### src/hw/rtl/hds_pkg.sv
// Shared types and constants for the heat diffusion stencil.
// No dependencies; every other file imports this package.
package hds_pkg;

	// Frame limits and derived widths
	localparam int MaxWidth  = 1024;
	localparam int MaxHeight = 1024;
	localparam int ColW      = $clog2(MaxWidth);
	localparam int RowW      = $clog2(MaxHeight);
	localparam int DimW      = 11;
	localparam int PixW      = 8;
	localparam int PosW      = 10;

	// Result queue
	localparam int QDepth = 8;
	localparam int QPtrW  = $clog2(QDepth);
	localparam int QCntW  = $clog2(QDepth + 1);
	localparam int MaxRes = 3;

	// Configuration port
	localparam int AddrW = 3;
	localparam int DataW = 32;
	localparam logic RegWidth  = 1'b0;
	localparam logic RegHeight = 1'b1;

	// One result request
	typedef struct packed {
		logic [PixW-1:0] pixel_out;
		logic [PosW-1:0] out_row;
		logic [PosW-1:0] out_col;
		logic            run_last;
	} res_t;

	// Up to three results produced by one input pixel, in output order
	typedef struct packed {
		logic [1:0]             count;
		res_t [MaxRes-1:0]      slot;
	} res_bundle_t;

	// Frame geometry and restart from the register block
	typedef struct packed {
		logic [ColW-1:0] last_col;
		logic [RowW-1:0] last_row;
		logic            restart;
	} cfg_ctl_t;

endpackage

### src/hw/rtl/hds_cfg.sv
// APB register block: image width and height, effective frame limits.
// Depends on hds_pkg.
module hds_cfg import hds_pkg::*; (
	input  logic             clk,
	input  logic             arst_n,
	input  logic             psel,
	input  logic             penable,
	input  logic             pwrite,
	input  logic [AddrW-1:0] paddr,
	input  logic [DataW-1:0] pwdata,
	output logic [DataW-1:0] prdata,
	output logic             pready,
	output cfg_ctl_t         ctl
);

	logic [DimW-1:0] width_q;
	logic [DimW-1:0] height_q;
	logic            wr_en;
	logic [DimW-1:0] eff_w;
	logic [DimW-1:0] eff_h;

	assign pready = 1'b1;
	assign wr_en  = psel & penable & pwrite;

	// Register writes
	always_ff @(posedge clk or negedge arst_n) begin
		if (!arst_n) begin
			width_q  <= DimW'(MaxWidth);
			height_q <= DimW'(MaxHeight);
		end else if (wr_en) begin
			if (paddr[2] == RegWidth) begin
				width_q <= pwdata[DimW-1:0];
			end else begin
				height_q <= pwdata[DimW-1:0];
			end
		end
	end

	// Read back the raw values
	always_comb begin
		prdata = '0;
		if (paddr[2] == RegWidth) begin
			prdata[DimW-1:0] = width_q;
		end else begin
			prdata[DimW-1:0] = height_q;
		end
	end

	// Limit to 2..max
	always_comb begin
		if (width_q < DimW'(2)) eff_w = DimW'(2);
		else if (width_q > DimW'(MaxWidth)) eff_w = DimW'(MaxWidth);
		else eff_w = width_q;
		if (height_q < DimW'(2)) eff_h = DimW'(2);
		else if (height_q > DimW'(MaxHeight)) eff_h = DimW'(MaxHeight);
		else eff_h = height_q;
	end

	assign ctl.last_col = ColW'(eff_w - DimW'(1));
	assign ctl.last_row = RowW'(eff_h - DimW'(1));
	assign ctl.restart  = wr_en;

endmodule

### config.mk
export PLATFORM = sky130hd
export DESIGN_NAME = hds_cfg
export DESIGN_NICKNAME = d
export VERILOG_FILES = /design/src/hw/rtl/hds_pkg.sv /design/src/hw/rtl/hds_cfg.sv
export SDC_FILE = /design/constraint.sdc
export NUM_CORES = 1
export LEC_CHECK = 0
export ABC_CLOCK_PERIOD_IN_PS = 2500
export BUFFER_PORTS_ARGS = -buffer_cell sky130_fd_sc_hd__buf_2
export CAP_MARGIN = 20
export CORE_UTILIZATION = 45
export DETAILED_ROUTE_END_ITERATION = 7
export PLACE_DENSITY = 0.91
export RECOVER_POWER = 100
export SYNTH_ARGS = -nofsm -noshare
export SYNTH_HDL_FRONTEND = slang
export SYNTH_SLANG_ARGS = --single-unit
### constraint.sdc
create_clock -name clk -period 2.5 [get_ports clk]
set_clock_uncertainty 0.15 [all_clocks]
set_input_delay 0.125 -clock clk [delete_from_list [all_inputs] [get_ports clk]]
set_output_delay 0.125 -clock clk [all_outputs]
set_load 0.01 [all_outputs]
==> results by group <==
Yosys
  • Post-synth EDFFs: 0
  • Area leader, netlist: dfrtp_1
  • Avg Cell Area, Syn: 9.18 um2
  • Synth top area share: 28.5%
  • Cell area after synthesis: 0.00175 mm2
  • Yosys warns: 0
  • Async SR Flop Fraction: 100%
  • Seq/Total Area, Yosys: 31.5%
  • Synthesis-stage register bit count: 22
  • Cell with the most instances after synthesis: mux2_2
  • Post-synth cell types: 48
  • Top cells by area, synth: dfrtp_1, mux2_2, buf_4
  • Prevailing post-synth register cell: dfrtp_1
  • Post-Syn Instances: 191
  • Synth top cells by count: mux2_2, buf_4, nand2_1

Power
  • PwrDens: 798 mW/mm2
  • Power, Total: 0.00191 W
  • VDD IR max: 0.000486 V
  • Leakage Power: 1.03 nW

Layout
  • Inserted Diodes: 0
  • Design Area, Final: 0.00239 mm2
  • Area growth syn-to-layout: 36.2%
  • Layout cells sized above 1: 46.9%
  • Total Nets Final: 305

Critical path
  • Most used cell along the critical path: buf_6
  • Crit Path Max Fanout: 7
  • CP Class: reg2out
  • WP data arrival: 2.25 ns
  • Worst-path cell chain: nor4_4, nand2_1, nor3_4, o21bai_2, ha_4, buf_6, o221a_4, buf_6
  • Critical path's slowest cell: dfrtp_2
  • Critical Path Max Stage Delay: 0.46 ns
  • Data required, critical path: 2.23 ns
  • CP Capture Type: output pin
  • Critical Path Start Type: flop

Clocking
  • CTS Sinks: 22
  • Deepest clock path buffer count: 2
  • Worst-path clk slew: 0.08 ns
  • CTS root buf: clkbuf_8
  • CTS tree: done
  • CTS Buf Count: 3
  • H-tree depth: 1
  • Clock latency at the later pin of the worst-skew pair: 0.27 ns

Floorplanning
  • Initial Util: 47.6%
  • Site Rows: 22
  • Die ar.: 0.00415 mm2
  • Die Wd: 64.4 um
  • Core outline area: 0.00369 mm2
  • Die Ht: 64.4 um
  • Num ports: 94

Detailed routing
  • 1st-iter DRT viols: 140
  • DR WL met2: 2.69 mm
  • WL met3: 448 um
  • Via density: 5.84
  • Final ANT Viol Nets: 0
  • Drt wl/cell: 17.4 um
  • Max Used Layer: met4
  • Final WL: 5.41 mm
  • Vias: 1811
  • 1st-pass router iterations: 4
  • Met1 WL: 1.98 mm
  • # DRC: 0

Global route
  • First-pass GRT wire length: 7.53 mm
  • Vias in the first global route: 1609
  • Largest net degree at the start of global routing: 23
  • GRT Resource Usage Total: 23.3%
  • Initial antenna violation count: 0
  • Overflow after GRT: 0

Timing
  • Tightest Pin Transition: 1.20 ns
  • Final setup margin: -0.0220 ns
  • # setup viols final: 2
  • Fin. Hold Viols: 0
  • Slew margin rel.: 19.7%
  • Max Slew Vio Count: 0
  • Total negative setup slack: -0.0359 ns
  • Worst hold margin: 0.459 ns
  • Final period util: 101%
  • Post-layout minimum cycle time: 2.52 ns
  • RSZ-0062 raised after global routing: true
  • Highest Clock Rate: 397 MHz

Placed design
  • IO Port Bufs: 48
  • DP Area: 0.00198 mm2
  • Final HPWL from detailed placement: 3.23 mm
  • Routability cong.: 0.851
  • Pre-CTS setup slack: 0.118 ns

Run status
  • Failing checks: setup timing
  • Outcome: finished, violations left

Job
  • Max Cap Viol: 0

Min path
  • Hold WC Path Type: reg2reg
==> power breakdown <==
| part | internal (W) | leakage [nW] | switching, W |
|---|---|---|---|
| clock | 0.000141 | 0.0288 | 0.000121 |
| sequential | 0.000443 | 0.257 | 0.000154 |
| combinational | 0.000502 | 0.747 | 0.000547 |
==> cells by family after synthesis <==
kind of cell,after synthesis,synth area share (%)
mux,29,18.6
flops,22,31.5
simple gates,52,16.5
buf+inv,44,14.7
fa+ha+maj,2,1.43
other cells,2,0.428
compound gates,38,15.8
xor+xnor,2,0.999
==> area by class of cell <==
type                    count  area [um2]
inverters                   8        32.5
flip-flops and latches     22         558
repair buffers             83         537
well taps                  48        60.1
fillers                   256        1300
clock buffers               4        55.1
multi-input cells         145        1150
==> sequential cells by signal, summed over array words and instances, names as in the netlist <==
signal,cells
height_q,11
width_q,11
==> routing by layer <==
layer / global-route usage, % / up-vias
met5: 0 / -
met4: 7.78 / 0
met3: 2.46 / 34
met2: 43.2 / 149
met1: 27.7 / 849
li1: - / 779
==> cell usage in the layout, fill, tap and decap left out, types with 4 or more instances in the layout <==
cell type and count:
conb_1 22, clkbuf_1 12, dlygate4sd3_1 12, nor2_1 8, nand2_1 17, inv_1 6
nand2_2 4, mux2_2 29, o21ai_0 5, buf_2 36, dfrtp_1 16, buf_6 5
clkbuf_8 4, buf_4 18, dfrtp_2 4
==> through the flow <==
step	std cells	util, %
floorplan	211	-
global placement	281	53.6
detailed placement	281	53.6
CTS	301	60.1
global route	310	64.8
finish	310	64.8
==> timing repair <==
item | CTS | global route
hold buffers | 12 | 0
setup endpoints to repair | 6 | 8
resized for setup | 9 | 29
buffers inserted | 4 | 9
pin swaps | 4 | 13
endpoints found under the hold margin | 42 | 0
==> worst max-delay path, delay by kind of cell, from the launching register on <==
family	cells	cell delay [ns]
AND/OR/NAND/NOR	3	0.70
flip-flops	1	0.46
adder cells (fa/ha/maj)	1	0.21
AO/OA/AOI/OAI	2	0.37
buffers and inverters	2	0.24
==> final timing paths <==
kind / cells past startpoint / to / from / slack, ns
worst max-delay path: 8 / ctl[5] / height_q[5]$_DFFE_PN0P_ / -0.02
worst min-delay path: 1 / height_q[6]$_DFFE_PN0P_ / height_q[6]$_DFFE_PN0P_ / 0.46
worst max register to register: 2 / width_q[6]$_DFFE_PN0P_ / width_q[6]$_DFFE_PN0P_ / 1.33
worst min register to register: 1 / height_q[6]$_DFFE_PN0P_ / height_q[6]$_DFFE_PN0P_ / 0.46
max in group asynchronous: 2 / width_q[9]$_DFFE_PN0P_ / arst_n / 0.93
min in group asynchronous: 2 / width_q[8]$_DFFE_PN0P_ / arst_n / 0.48
Power figures use the tool's default switching activity.
